$ cat src/rtl/sgsg_pkg.sv
// Shared types and constants for the stratified grid sample generator.
// No dependencies; imported by every module of the block.
`default_nettype none

package sgsg_pkg;

	// Fixed field widths of the stream and configuration ports.
	localparam int STRATA_W   = 8;
	localparam int SIZE_W     = 16;
	localparam int RAND_IN_W  = 16;
	localparam int PROD_W     = 32;
	localparam int BASE_W     = STRATA_W + SIZE_W;
	localparam int IN_DATA_W  = 2 * SIZE_W + 4 * RAND_IN_W;
	localparam int CFG_IDX_W  = 3;
	localparam int CFG_DATA_W = 16;

	// Input beat kinds carried on s_tuser.
	localparam logic ACT_START = 1'b0;
	localparam logic ACT_NEXT  = 1'b1;

	// Configuration register indexes.
	typedef enum logic [CFG_IDX_W-1:0] {
		REG_PIX_STRATA_U  = 3'd0,
		REG_PIX_STRATA_V  = 3'd1,
		REG_LENS_STRATA_U = 3'd2,
		REG_LENS_STRATA_V = 3'd3,
		REG_JITTER_PIX    = 3'd4,
		REG_JITTER_LENS   = 3'd5,
		REG_IMG_COLUMNS   = 3'd6,
		REG_IMG_ROWS      = 3'd7
	} cfg_reg_t;

	// Sequencer steps: one per multiply or divide, then result hand-off.
	typedef enum logic [3:0] {
		ST_IDLE,
		ST_SC_V,
		ST_SC_LU,
		ST_SC_LV,
		ST_BU,
		ST_BV,
		ST_AU,
		ST_AV,
		ST_IU,
		ST_IV,
		ST_WU,
		ST_WV,
		ST_LU,
		ST_LV,
		ST_DONE
	} seq_state_t;

endpackage

`default_nettype wire

$ cat src/rtl/sgsg_mul.sv
// Bit-serial shift-and-add multiplier, one multiplier bit per cycle.
// Depends on sgsg_pkg for operand and product widths.
`default_nettype none

module sgsg_mul (
	input  wire logic                        clk,
	input  wire logic                        arst_n,
	input  wire logic                        start,
	input  wire logic [sgsg_pkg::PROD_W-1:0]   mcand,
	input  wire logic [sgsg_pkg::STRATA_W-1:0] mplier,
	output logic                             done,
	output logic [sgsg_pkg::PROD_W-1:0]        prod
);
	import sgsg_pkg::*;

	localparam int CW = $clog2(STRATA_W + 1);

	logic                busy_q;
	logic                done_q;
	logic [CW-1:0]       cnt_q;
	logic [PROD_W-1:0]   mcand_q;
	logic [STRATA_W-1:0] mplier_q;
	logic [PROD_W-1:0]   acc_q;

	// Control: count the multiplier bits and flag the last one.
	always_ff @(posedge clk or negedge arst_n) begin
		if (!arst_n) begin
			busy_q <= 1'b0;
			done_q <= 1'b0;
			cnt_q  <= '0;
		end else begin
			done_q <= 1'b0;
			if (start) begin
				busy_q <= 1'b1;
				cnt_q  <= CW'(STRATA_W);
			end else if (busy_q) begin
				cnt_q <= cnt_q - 1'b1;
				if (cnt_q == CW'(1)) begin
					busy_q <= 1'b0;
					done_q <= 1'b1;
				end
			end
		end
	end

	// Datapath: most significant multiplier bit first, product wraps modulo 2^PROD_W.
	always_ff @(posedge clk) begin
		if (start) begin
			mcand_q  <= mcand;
			mplier_q <= mplier;
			acc_q    <= '0;
		end else if (busy_q) begin
			acc_q    <= {acc_q[PROD_W-2:0], 1'b0} + (mplier_q[STRATA_W-1] ? mcand_q : '0);
			mplier_q <= {mplier_q[STRATA_W-2:0], 1'b0};
		end
	end

	assign done = done_q;
	assign prod = acc_q;

endmodule

`default_nettype wire

$ cat src/rtl/sgsg_div.sv
// Restoring fractional divider: one quotient bit per cycle for num/den.
// Flags num >= den, in which case the quotient is not meaningful.
`default_nettype none

module sgsg_div #(
	parameter int DW = 40,
	parameter int QW = 24
) (
	input  wire logic          clk,
	input  wire logic          arst_n,
	input  wire logic          start,
	input  wire logic [DW-1:0] num,
	input  wire logic [DW-1:0] den,
	output logic               done,
	output logic               over,
	output logic [QW-1:0]      quot
);
	import sgsg_pkg::*;

	localparam int CW = $clog2(QW + 1);

	logic          busy_q;
	logic          done_q;
	logic [CW-1:0] cnt_q;
	logic [DW-1:0] rem_q;
	logic [DW-1:0] den_q;
	logic [QW-1:0] quot_q;
	logic          over_q;
	logic [DW:0]   shifted;
	logic [DW:0]   diff;
	logic          take;

	// One restoring step: shift the remainder and try to subtract the divisor.
	always_comb begin
		shifted = {rem_q, 1'b0};
		diff    = shifted - {1'b0, den_q};
		take    = (shifted >= {1'b0, den_q});
	end

	// Control: count quotient bits.
	always_ff @(posedge clk or negedge arst_n) begin
		if (!arst_n) begin
			busy_q <= 1'b0;
			done_q <= 1'b0;
			cnt_q  <= '0;
		end else begin
			done_q <= 1'b0;
			if (start) begin
				busy_q <= 1'b1;
				cnt_q  <= CW'(QW);
			end else if (busy_q) begin
				cnt_q <= cnt_q - 1'b1;
				if (cnt_q == CW'(1)) begin
					busy_q <= 1'b0;
					done_q <= 1'b1;
				end
			end
		end
	end

	// Datapath: an oversized quotient starts from a zero remainder and is discarded.
	always_ff @(posedge clk) begin
		if (start) begin
			over_q <= (num >= den);
			rem_q  <= (num >= den) ? '0 : num;
			den_q  <= den;
			quot_q <= '0;
		end else if (busy_q) begin
			rem_q  <= take ? diff[DW-1:0] : shifted[DW-1:0];
			quot_q <= {quot_q[QW-2:0], take};
		end
	end

	assign done = done_q;
	assign over = over_q;
	assign quot = quot_q;

endmodule

`default_nettype wire

$ cat src/rtl/stratified_grid_sample_generator.sv
// Stratified grid sample generator: sequencer, stratum counters and result register.
// Depends on sgsg_pkg, sgsg_mul and sgsg_div.
//
//   channel   signals                              beat contents
//   s_*       s_tvalid s_tready s_tdata s_tuser    start or next request
//   m_*       m_tvalid m_tready m_tdata m_tlast    sample count or one sample
//   cfg_*     cfg_wr_en cfg_index cfg_data         register write, no read-back
//
// One request is in work at a time. A start beat takes three multiplies on the shared
// serial multiplier. A next beat takes four multiplies and six divides, the divides on
// the shared serial divider. A new beat is taken while a result waits in the output
// register; the sequencer stalls only if a second result is ready before the first leaves.
// Reset restores the registers to their defaults and clears the stratum counters.
`default_nettype none

module stratified_grid_sample_generator #(
	parameter int FRACTION_BITS = 24,
	parameter int RANDOM_BITS   = 16,
	localparam int OUT_BITS     = sgsg_pkg::PROD_W + 6 * FRACTION_BITS + 2,
	localparam int OUT_W        = ((OUT_BITS + 7) / 8) * 8
) (
	input  wire logic                            clk,
	input  wire logic                            arst_n,
	// Request stream.
	input  wire logic                            s_tvalid,
	output logic                                 s_tready,
	// pixel_column, pixel_row, rand_pixel_u, rand_pixel_v, rand_lens_u, rand_lens_v
	input  wire logic [sgsg_pkg::IN_DATA_W-1:0]  s_tdata,
	// action
	input  wire logic                            s_tuser,
	// Result stream.
	output logic                                 m_tvalid,
	input  wire logic                            m_tready,
	// sample_count, image_u, image_v, stratum_width_u, stratum_width_v,
	// aperture_u, aperture_v, zero fill
	output logic [OUT_W-1:0]                     m_tdata,
	// last_sample
	output logic                                 m_tlast,
	// Configuration writes.
	input  wire logic                            cfg_wr_en,
	input  wire logic [sgsg_pkg::CFG_IDX_W-1:0]  cfg_index,
	input  wire logic [sgsg_pkg::CFG_DATA_W-1:0] cfg_data
);
	import sgsg_pkg::*;

	localparam int F  = FRACTION_BITS;
	localparam int R  = RANDOM_BITS;
	localparam int DW = BASE_W + R;
	localparam logic [R-1:0] HALF = {1'b1, {(R-1){1'b0}}};

	// Configuration registers.
	logic [STRATA_W-1:0] pstr_u_q, pstr_v_q, lstr_u_q, lstr_v_q;
	logic                jit_pix_q, jit_lens_q;
	logic [SIZE_W-1:0]   cols_q, rows_q;

	// Pixel state.
	logic [STRATA_W-1:0] sub_u_q, sub_v_q, lens_u_q, lens_v_q;
	logic [SIZE_W-1:0]   col_q, row_q;

	// Request in work and intermediate results.
	logic              act_q;
	logic [R-1:0]      off_pu_q, off_pv_q, off_lu_q, off_lv_q;
	logic [PROD_W-1:0] count_q;
	logic [BASE_W-1:0] bu_q, bv_q, au_q, av_q;
	logic [F-1:0]      img_u_q, img_v_q, ap_u_q, ap_v_q;
	logic [F:0]        wid_u_q, wid_v_q;

	// Output register.
	logic             out_valid_q;
	logic [OUT_W-1:0] out_data_q;
	logic             out_last_q;

	seq_state_t state_q, state_d;
	logic       run_q;

	logic [STRATA_W-1:0] su, sv, lu, lv;
	logic [SIZE_W-1:0]   cols, rows;
	logic                accept, out_free, finish;
	logic                wu, wv, wlu, wlv;

	logic                mul_start, mul_done;
	logic [PROD_W-1:0]   mul_mcand, mul_prod;
	logic [STRATA_W-1:0] mul_mplier;
	logic                div_start, div_done, div_over;
	logic [DW-1:0]       div_num, div_den;
	logic [F-1:0]        div_quot;
	logic [F-1:0]        pos_res;
	logic [F:0]          wid_res;

	logic [R+RAND_IN_W-1:0] rpu_ext, rpv_ext, rlu_ext, rlv_ext;
	logic [OUT_BITS-1:0]    out_bits;

	// Zero counts and sizes act as one.
	always_comb begin
		su   = (pstr_u_q == '0) ? STRATA_W'(1) : pstr_u_q;
		sv   = (pstr_v_q == '0) ? STRATA_W'(1) : pstr_v_q;
		lu   = (lstr_u_q == '0) ? STRATA_W'(1) : lstr_u_q;
		lv   = (lstr_v_q == '0) ? STRATA_W'(1) : lstr_v_q;
		cols = (cols_q == '0) ? SIZE_W'(1) : cols_q;
		rows = (rows_q == '0) ? SIZE_W'(1) : rows_q;
	end

	// Configuration write decode.
	always_ff @(posedge clk or negedge arst_n) begin
		if (!arst_n) begin
			pstr_u_q   <= STRATA_W'(1);
			pstr_v_q   <= STRATA_W'(1);
			lstr_u_q   <= STRATA_W'(1);
			lstr_v_q   <= STRATA_W'(1);
			jit_pix_q  <= 1'b0;
			jit_lens_q <= 1'b0;
			cols_q     <= SIZE_W'(1);
			rows_q     <= SIZE_W'(1);
		end else if (cfg_wr_en) begin
			unique case (cfg_reg_t'(cfg_index))
				REG_PIX_STRATA_U:  pstr_u_q   <= cfg_data[STRATA_W-1:0];
				REG_PIX_STRATA_V:  pstr_v_q   <= cfg_data[STRATA_W-1:0];
				REG_LENS_STRATA_U: lstr_u_q   <= cfg_data[STRATA_W-1:0];
				REG_LENS_STRATA_V: lstr_v_q   <= cfg_data[STRATA_W-1:0];
				REG_JITTER_PIX:    jit_pix_q  <= cfg_data[0];
				REG_JITTER_LENS:   jit_lens_q <= cfg_data[0];
				REG_IMG_COLUMNS:   cols_q     <= cfg_data[SIZE_W-1:0];
				REG_IMG_ROWS:      rows_q     <= cfg_data[SIZE_W-1:0];
				default: ;
			endcase
		end
	end

	assign s_tready = (state_q == ST_IDLE);
	assign accept   = s_tvalid && s_tready;
	assign out_free = !out_valid_q || m_tready;
	assign finish   = (state_q == ST_DONE) && out_free;

	// Random fractions cut or widened to RANDOM_BITS.
	always_comb begin
		rpu_ext = {{R{1'b0}}, s_tdata[3*SIZE_W-1:2*SIZE_W]};
		rpv_ext = {{R{1'b0}}, s_tdata[4*SIZE_W-1:3*SIZE_W]};
		rlu_ext = {{R{1'b0}}, s_tdata[5*SIZE_W-1:4*SIZE_W]};
		rlv_ext = {{R{1'b0}}, s_tdata[6*SIZE_W-1:5*SIZE_W]};
	end

	// Latch the request; offsets are the random fraction or the stratum center.
	always_ff @(posedge clk) begin
		if (accept) begin
			act_q    <= s_tuser;
			off_pu_q <= jit_pix_q ? rpu_ext[R-1:0] : HALF;
			off_pv_q <= jit_pix_q ? rpv_ext[R-1:0] : HALF;
			off_lu_q <= jit_lens_q ? rlu_ext[R-1:0] : HALF;
			off_lv_q <= jit_lens_q ? rlv_ext[R-1:0] : HALF;
		end
	end

	// Wrap conditions of the four counters, checked before stepping.
	always_comb begin
		wu  = ({1'b0, sub_u_q} + 9'd1) >= {1'b0, su};
		wv  = ({1'b0, sub_v_q} + 9'd1) >= {1'b0, sv};
		wlu = ({1'b0, lens_u_q} + 9'd1) >= {1'b0, lu};
		wlv = ({1'b0, lens_v_q} + 9'd1) >= {1'b0, lv};
	end

	// Pixel state: a start latches the pixel, a finished sample steps the odometer.
	always_ff @(posedge clk or negedge arst_n) begin
		if (!arst_n) begin
			col_q    <= '0;
			row_q    <= '0;
			sub_u_q  <= '0;
			sub_v_q  <= '0;
			lens_u_q <= '0;
			lens_v_q <= '0;
		end else if (accept && s_tuser == ACT_START) begin
			col_q    <= s_tdata[SIZE_W-1:0];
			row_q    <= s_tdata[2*SIZE_W-1:SIZE_W];
			sub_u_q  <= '0;
			sub_v_q  <= '0;
			lens_u_q <= '0;
			lens_v_q <= '0;
		end else if (finish && act_q == ACT_NEXT) begin
			if (!wu) begin
				sub_u_q <= sub_u_q + 1'b1;
			end else begin
				sub_u_q <= '0;
				if (!wv) begin
					sub_v_q <= sub_v_q + 1'b1;
				end else begin
					sub_v_q <= '0;
					if (!wlu) begin
						lens_u_q <= lens_u_q + 1'b1;
					end else begin
						lens_u_q <= '0;
						lens_v_q <= wlv ? '0 : lens_v_q + 1'b1;
					end
				end
			end
		end
	end

	// Sequencer state register and launch flag for the shared units.
	always_ff @(posedge clk or negedge arst_n) begin
		if (!arst_n) begin
			state_q <= ST_IDLE;
			run_q   <= 1'b0;
		end else begin
			state_q <= state_d;
			if (mul_start || div_start) begin
				run_q <= 1'b1;
			end else if (mul_done || div_done) begin
				run_q <= 1'b0;
			end
		end
	end

	// Next state.
	always_comb begin
		state_d = state_q;
		unique case (state_q)
			ST_IDLE: begin
				if (accept) begin
					state_d = (s_tuser == ACT_START) ? ST_SC_V : ST_BU;
				end
			end
			ST_SC_V:  if (mul_done) state_d = ST_SC_LU;
			ST_SC_LU: if (mul_done) state_d = ST_SC_LV;
			ST_SC_LV: if (mul_done) state_d = ST_DONE;
			ST_BU:    if (mul_done) state_d = ST_BV;
			ST_BV:    if (mul_done) state_d = ST_AU;
			ST_AU:    if (mul_done) state_d = ST_AV;
			ST_AV:    if (mul_done) state_d = ST_IU;
			ST_IU:    if (div_done) state_d = ST_IV;
			ST_IV:    if (div_done) state_d = ST_WU;
			ST_WU:    if (div_done) state_d = ST_WV;
			ST_WV:    if (div_done) state_d = ST_LU;
			ST_LU:    if (div_done) state_d = ST_LV;
			ST_LV:    if (div_done) state_d = ST_DONE;
			ST_DONE:  if (out_free) state_d = ST_IDLE;
			default:  state_d = ST_IDLE;
		endcase
	end

	// Unit operands per step.
	always_comb begin
		mul_start  = 1'b0;
		mul_mcand  = '0;
		mul_mplier = '0;
		div_start  = 1'b0;
		div_num    = '0;
		div_den    = '0;
		unique case (state_q)
			ST_SC_V: begin
				mul_start  = !run_q;
				mul_mcand  = {{(PROD_W-STRATA_W){1'b0}}, su};
				mul_mplier = sv;
			end
			ST_SC_LU: begin
				mul_start  = !run_q;
				mul_mcand  = count_q;
				mul_mplier = lu;
			end
			ST_SC_LV: begin
				mul_start  = !run_q;
				mul_mcand  = count_q;
				mul_mplier = lv;
			end
			ST_BU: begin
				mul_start  = !run_q;
				mul_mcand  = {{(PROD_W-SIZE_W){1'b0}}, cols};
				mul_mplier = su;
			end
			ST_BV: begin
				mul_start  = !run_q;
				mul_mcand  = {{(PROD_W-SIZE_W){1'b0}}, rows};
				mul_mplier = sv;
			end
			ST_AU: begin
				mul_start  = !run_q;
				mul_mcand  = {{(PROD_W-SIZE_W){1'b0}}, col_q};
				mul_mplier = su;
			end
			ST_AV: begin
				mul_start  = !run_q;
				mul_mcand  = {{(PROD_W-SIZE_W){1'b0}}, row_q};
				mul_mplier = sv;
			end
			ST_IU: begin
				div_start = !run_q;
				div_num   = {au_q, off_pu_q};
				div_den   = {bu_q, {R{1'b0}}};
			end
			ST_IV: begin
				div_start = !run_q;
				div_num   = {av_q, off_pv_q};
				div_den   = {bv_q, {R{1'b0}}};
			end
			ST_WU: begin
				div_start = !run_q;
				div_num   = {{(DW-1){1'b0}}, 1'b1};
				div_den   = {{R{1'b0}}, bu_q};
			end
			ST_WV: begin
				div_start = !run_q;
				div_num   = {{(DW-1){1'b0}}, 1'b1};
				div_den   = {{R{1'b0}}, bv_q};
			end
			ST_LU: begin
				div_start = !run_q;
				div_num   = {{SIZE_W{1'b0}}, lens_u_q, off_lu_q};
				div_den   = {{SIZE_W{1'b0}}, lu, {R{1'b0}}};
			end
			ST_LV: begin
				div_start = !run_q;
				div_num   = {{SIZE_W{1'b0}}, lens_v_q, off_lv_q};
				div_den   = {{SIZE_W{1'b0}}, lv, {R{1'b0}}};
			end
			default: ;
		endcase
	end

	// A position at or past one saturates; a full-width stratum reads as one.
	always_comb begin
		pos_res = div_over ? {F{1'b1}} : div_quot;
		wid_res = div_over ? {1'b1, {F{1'b0}}} : {1'b0, div_quot};
	end

	// Capture unit results into the step's register.
	always_ff @(posedge clk) begin
		if (mul_done) begin
			unique case (state_q)
				ST_SC_V, ST_SC_LU, ST_SC_LV: count_q <= mul_prod;
				ST_BU: bu_q <= mul_prod[BASE_W-1:0];
				ST_BV: bv_q <= mul_prod[BASE_W-1:0];
				ST_AU: au_q <= mul_prod[BASE_W-1:0] + {{SIZE_W{1'b0}}, sub_u_q};
				ST_AV: av_q <= mul_prod[BASE_W-1:0] + {{SIZE_W{1'b0}}, sub_v_q};
				default: ;
			endcase
		end
		if (div_done) begin
			unique case (state_q)
				ST_IU: img_u_q <= pos_res;
				ST_IV: img_v_q <= pos_res;
				ST_WU: wid_u_q <= wid_res;
				ST_WV: wid_v_q <= wid_res;
				ST_LU: ap_u_q  <= pos_res;
				ST_LV: ap_v_q  <= pos_res;
				default: ;
			endcase
		end
	end

	// Result beat: a start reports only the count, a sample only the positions and stratum widths.
	always_comb begin
		if (act_q == ACT_START) begin
			out_bits = {{(OUT_BITS-PROD_W){1'b0}}, count_q};
		end else begin
			out_bits = {ap_v_q, ap_u_q, wid_v_q, wid_u_q, img_v_q, img_u_q, {PROD_W{1'b0}}};
		end
	end

	// Output register.
	always_ff @(posedge clk or negedge arst_n) begin
		if (!arst_n) begin
			out_valid_q <= 1'b0;
		end else if (finish) begin
			out_valid_q <= 1'b1;
		end else if (m_tready) begin
			out_valid_q <= 1'b0;
		end
	end

	always_ff @(posedge clk) begin
		if (finish) begin
			out_data_q <= {{(OUT_W-OUT_BITS){1'b0}}, out_bits};
			out_last_q <= (act_q == ACT_NEXT) && wu && wv && wlu && wlv;
		end
	end

	assign m_tvalid = out_valid_q;
	assign m_tdata  = out_data_q;
	assign m_tlast  = out_last_q;

	sgsg_mul u_mul (
		.clk    (clk),
		.arst_n (arst_n),
		.start  (mul_start),
		.mcand  (mul_mcand),
		.mplier (mul_mplier),
		.done   (mul_done),
		.prod   (mul_prod)
	);

	sgsg_div #(
		.DW (DW),
		.QW (F)
	) u_div (
		.clk    (clk),
		.arst_n (arst_n),
		.start  (div_start),
		.num    (div_num),
		.den    (div_den),
		.done   (div_done),
		.over   (div_over),
		.quot   (div_quot)
	);

endmodule

`default_nettype wire

$ cat config.mk
export PLATFORM = sky130hd
export DESIGN_NAME = stratified_grid_sample_generator
export DESIGN_NICKNAME = d
export VERILOG_FILES = /design/src/rtl/sgsg_pkg.sv /design/src/rtl/sgsg_mul.sv /design/src/rtl/sgsg_div.sv /design/src/rtl/stratified_grid_sample_generator.sv
export SDC_FILE = /design/constraint.sdc
export NUM_CORES = 1
export LEC_CHECK = 0
export ABC_CLOCK_PERIOD_IN_PS = 34000
export BUFFER_PORTS_ARGS = -buffer_cell sky130_fd_sc_hd__buf_2
export CAP_MARGIN = 5
export CELL_PAD_IN_SITES_DETAIL_PLACEMENT = 2
export CELL_PAD_IN_SITES_GLOBAL_PLACEMENT = 2
export CORE_ASPECT_RATIO = 1.1
export CORE_MARGIN = 1
export CORE_UTILIZATION = 45
export DETAILED_ROUTE_END_ITERATION = 8
export GPL_ROUTABILITY_DRIVEN = 0
export PLACE_DENSITY = 0.9
export REMOVE_ABC_BUFFERS = 1
export SETUP_SLACK_MARGIN = 0.2
export SLEW_MARGIN = 5
export SYNTH_ARGS = -nofsm -noshare
export SYNTH_HDL_FRONTEND = slang
export SYNTH_SLANG_ARGS = --single-unit
$ cat constraint.sdc
create_clock -name clk -period 34 [get_ports clk]
set_clock_uncertainty 0.15 [all_clocks]
set_input_delay 6.8 -clock clk [delete_from_list [all_inputs] [get_ports clk]]
set_output_delay 6.8 -clock clk [all_outputs]
set_load 0.005 [all_outputs]
; ---- Word-level counts from Yosys, hierarchy flattened
; Index checks and enable logic that the tools add are counted.
[word_totals]
register_bits = 844
input_bits = 121
out_inout_bits = 187
elab_cells = 243
[op_classes]
addsub = 14
n_lt_le_gt_ge = 6
eq_ne = 38
n_mux = 76
bitwise_logic = 1
n_reduce_logical = 59
[op_table]
columns = op, n
row1 = 40-bit case mux with 6 select lines, 1
row2 = 40-bit case mux with 5 select lines, 1
row3 = 8-bit two-way mux, 24
row4 = 32-bit case mux with 6 select lines, 1
row5 = 40-bit two-way mux, 4
row6 = 4-bit two-way mux, 17
row7 = 4-bit case mux with 15 select lines, 1
row8 = 24-bit by 8-bit adder with 24-bit output, 2
row9 = 41-bit by 40-bit >= comparator with 1-bit output, 1
row10 = 40-bit >= comparator, 1
row11 = 2-bit AND reduction, 20
row12 = 40-bit subtractor, 1
row13 = "8-bit by 1-bit adder with 9-bit output, second input constant", 4
row14 = 9-bit by 8-bit >= comparator with 1-bit output, 4
row15 = 32-bit adder, 1
row16 = "8-bit by 1-bit adder with 8-bit output, second input constant", 4
row17 = 16-bit zero test, 2
row18 = 8-bit zero test, 4
row19 = 16-bit two-way mux, 2
row20 = 32-bit two-way mux, 1
row21 = 8-bit case mux with 4 select lines, 1
row22 = "4-bit equality test, second input constant", 7
row23 = "2-bit by 1-bit != test with 1-bit output, second input constant", 14
row24 = 25-bit two-way mux, 1
row25 = 28 further kinds, 75

; ---- Depth between registers and ports, before layout
[depth]
word_depth = 9
mapped_depth = 20
ltp_nobuf = 15

; ---- Hierarchy
; From an unflattened synthesis, not the netlist that was laid out.
[hier_totals]
hier_cells = 3368
area_unflattened_um2 = 40396.2
[modules_own_cells]
columns = mod, instances, cells_each, area_per_inst_um2, seq_area_each_um2
row1 = stratified_grid_sample_generator, 1, 2041, 27871.7, 18965.7
row2 = sgsg_div, 1, 851, 7903.8, 3088.0
row3 = sgsg_mul, 1, 476, 4620.7, 1991.9

; ---- Least setup slack after synthesis
; No wires, ideal clock.
[synth_timing]
path_kind = input to register
startpoint = in m_tready
endpoint = reg lens_u_q[5]
setup_ps = 79
arrival_ps = 16366
t_required_ps = 33771
slack_ps = 17405
cell_stages = 8
path_buffers = 2
cell_sequence = nand2b_1 nor2b_1 and2_0 a21o_1 buf_2 clkbuf_1 nand4_1 mux2i_1
[synth_between]
elab_chain_cells = 5
[synth_lines]
columns = item, line
row1 = from (decl), stratified_grid_sample_generator.sv:33  ; input wire logic m_tready,
row2 = 1-bit logical OR, stratified_grid_sample_generator.sv:131  ; assign out_free = !out_valid_q || m_tready;
row3 = 1-bit logical AND, stratified_grid_sample_generator.sv:132  ; assign finish = (state_q == ST_DONE) && out_free;
row4 = via finish, stratified_grid_sample_generator.sv:78  ; logic accept, out_free, finish;
row5 = 1-bit logical AND, stratified_grid_sample_generator.sv:177  ; end else if (finish && act_q == ACT_NEXT) begin
row6 = 2-bit nonzero test (no source line), --
row7 = 3-bit AND reduction (no source line), --
row8 = to (signal assigned), stratified_grid_sample_generator.sv:187  ; lens_u_q <= lens_u_q + 1'b1;
row9 = to (decl), stratified_grid_sample_generator.sv:57  ; logic [STRATA_W-1:0] sub_u_q, sub_v_q, lens_u_q, lens_v_q;
; The timed path passes the listed nets, and every way through them passes these cells.
; A chain may end at the register's enable or synchronous reset.

; ---- Worst setup path in the final report
[layout_timing]
startpoint = in m_tready
endpoint = reg lens_u_q[3]
; Same word-level chain as after synthesis.

==> metrics.txt <==
ys flop type=edfxtp_1; fillcell total=around 8300; Final ANT Viol Nets=0; Setup TNS=0 ps; io pins=308; CTS resizes=0; Max-slew headroom=6.331%; instance count of the mapped netlist=3237; root buf cell=clkbuf_16; maximum clock frequency=approximately 110 MHz; PortBufs=about 300; Setup-failing EPs final=0; vias in the first global route=34260; clock-pin slew on the worst setup and hold paths=~70 ps; maxcap violations=0; max layer used=met5; fin worst setup slack=between 20000 and 25000 ps; DP Area=42610 um2; DP HPWL=107.5 mm; met3 wire length=11.01 mm; largest net degree at the start of global routing=around 170; area grow syn2layout=14.82%; met1 wire length=roughly 60 mm; nets=between 3000 and 4000; LEAKAGE=18.66 nW; Power Dens Cells=~96 nW/um2; Tot GR Track Use=38.68%; # rows=about 110; status=completed; number of DRC markers in iteration 0=around 3300; CP arrival=9490 ps; startpoint types=input port; hold-fix buffers at CTS=0; pin slew with the least headroom to its limit=1405 ps; synth warn=0; ratio of routed vias to standard cells=6.553; Layout Cells excl Fill=4768; RSZ-0062 raised after global routing=false; Mean Syn Cell Area=between 10 and 15 um2; layout cells sized above 1=approximately 18%; WS Path Type=input port to register; maximum vdd drop=0.04598 mV; CORE AREA=87860 um2; Inserted Clock Buffers=90; clk buf depth=3; Die W=285.7 um; minimum clock period after layout=9109 ps; register area share after synthesis=60.34%; DRC violations left=0; Die Y-Extent=314.1 um; clock sinks=around 840; Initial Util=45.36%; max-slew violations=0; H-tree Lvls=3; Worst Hold Class=register to register; Crit Path Max Fanout=18; Post-CTS Setup Bufs=0; Wirelength per Cell=36.88 um; Place WS=24510 ps; Post-synth EDFFs=approximately 640; initial antenna violation count=12; Clk Latency, worst-skew pair=720 ps; post-route core utilization=between 50 and 60%; Final Hold Fails=0; GRT overflow=0; synthesized flop and latch total=844; DR WL met2=between 90 and 100 mm; dpl cells=roughly 4600; synthesized area=39850 um2; Detailed Routing Iterations Pass 1=6; Setup crit end kind=register; fin crit share=26.79%; Final Cell Area=45760 um2; via count=about 31000; die area=89760 um2; Post-Route WL=175.8 mm; Synth cell types=85; global-route wire length before repair=252.1 mm; CTS tree=done; async set-or-reset flop fraction in the synthesized netlist=17.65%; CP required=approximately 34000 ps
routing by layer:
metal	track usage, %	vias to the layer above
met5	0	-
met4	26.64	6
li1	-	12430
met2	69.50	1905
met1	41.22	16210
met3	6.790	691
cells in the mapped netlist, types with 7 or more instances:
library cell	count	area, um2
a211o_1	8	70.07
a211oi_1	23	172.7
a21o_1	93	698.2
a21oi_1	96	480.5
a221o_1	10	100.1
a22o_1	21	183.9
a22oi_1	159	1194
a31oi_1	12	75.07
and2_1	257	1608
and3_1	47	294.0
and4_1	7	61.31
buf_1	11	41.29
buf_2	16	80.08
buf_4	10	75.07
clkbuf_1	116	435.4
dfrtp_1	143	3578
dfxtp_1	56	1121
edfxtp_1	639	19190
ha_1	166	2077
inv_1	155	581.8
mux2_2	79	889.6
mux2i_1	60	600.6
nand2_1	205	769.5
nand2b_1	33	206.5
nand3_1	61	305.3
nand3b_1	12	90.09
nand4_1	36	225.2
nor2_1	145	544.3
nor2b_1	71	444.2
nor3_1	28	140.1
nor3b_1	9	67.56
nor4_1	16	100.1
o211ai_1	9	67.56
o21a_1	20	150.1
o21ai_0	125	625.6
o21ai_1	15	75.07
o21bai_1	8	60.06
o221ai_1	8	70.07
o31ai_1	9	67.56
or2_2	29	181.4
xnor2_1	70	613.1
xor2_1	54	473.0
area by class of cell:
| cell class | instances | area, um2 | share of cell area, % |
|---|---|---|---|
| multi-input combinational | 2088 | 14670 | 32.06 |
| clock inverter | 47 | 575.6 | 1.258 |
| clock buffer | 123 | 2564 | 5.602 |
| timing repair buffer | 345 | 1856 | 4.055 |
| antenna | 5 | 12.51 | 0.02734 |
| sequential | 844 | 24050 | 52.55 |
| inverter | 156 | 585.6 | 1.280 |
| tap | 1160 | 1451 | 3.172 |
report_power, final:
part	total, mW	switching, mW	internal [mW]
registers	1.62	0.239	1.38
logic	1.70	1.13	0.564
clock network	1.10	0.487	0.610
total	4.41	1.86	2.55
flip-flops by register name, summed over array words and instances (netlist names), 25 cells and up:
| signal | flops |
|---|---|
| wid_u_q | 25 |
| u_div.den_q | 40 |
| u_div.rem_q | 40 |
| m_tdata | 178 |
| u_mul.prod | 32 |
| count_q | 32 |
| u_mul.mcand_q | 32 |
| wid_v_q | 25 |
cells by family after synthesis:
kind of cell / Yosys count / share of synthesized area, %
AND/OR/NAND/NOR: 975 / 13.05
buffers and inverters: 310 / 3.083
flip-flops: 844 / 60.34
multiplexers: 139 / 3.739
adder cells (fa/ha/maj): 171 / 5.438
other: 1 / 0.009410
XOR/XNOR: 124 / 2.725
AO/OA/AOI/OAI: 673 / 11.62
critical path, stage by stage:
cell	delay, ps
buf_2	80
nand2b_1	220
nor2b_4	720
and2_0	460
a21o_1	550
nand2_1	230
o21ai_0	420
through the flow:
| stage | power, mW | hold WS [ps] |
|---|---|---|
| 2_1_floorplan | 2.458 | 253.0 |
| 6_report | 4.411 | 345.0 |
| 4_1_cts | 4.343 | 332.8 |
| 5_1_grt | 4.499 | 341.0 |
| 3_5_place_dp | 3.098 | 298.2 |
| 3_3_place_gp | 2.882 | 260.1 |
cell usage in the layout, fill, tap and decap left out, drive strengths merged, types with 9 or more instances in the layout:
| master | instances |
|---|---|
| nor2b | 71 |
| a22o | 21 |
| inv | 160 |
| buf | 345 |
| o31ai | 9 |
| clkbuf | 123 |
| a21o | 93 |
| a21oi | 98 |
| ha | 166 |
| o21ai | 140 |
| nand2b | 33 |
| nand3b | 12 |
| nand4 | 36 |
| nor4 | 17 |
| or2 | 29 |
| xor2 | 54 |
| nor3 | 28 |
| a211oi | 24 |
| a22oi | 159 |
| dfrtp | 143 |
| a31oi | 12 |
| clkinv | 30 |
| o211ai | 10 |
| mux2 | 79 |
| and3 | 47 |
| o21a | 20 |
| nand2 | 205 |
| dfxtp | 56 |
| nor3b | 9 |
| bufinv | 10 |
| nor2 | 145 |
| mux2i | 60 |
| a211o | 9 |
| and2 | 258 |
| a221o | 10 |
| nand3 | 61 |
| xnor2 | 70 |
| edfxtp | 639 |
final timing paths:
kind                           startpoint              end  slack [ps]  cells after the start
min                        u_mul.prod[31]      count_q[31]         340                      0
min reg2reg                u_mul.prod[31]      count_q[31]         340                      0
max reg2reg                    state_q[3]  u_div.rem_q[33]       27790                     13
min in group asynchronous          arst_n        col_q[10]        6000                      1
max in group asynchronous          arst_n      lens_v_q[0]       26070                      2
max                              m_tready      lens_u_q[3]       24890                      7
Power figures use the tool's default switching activity.
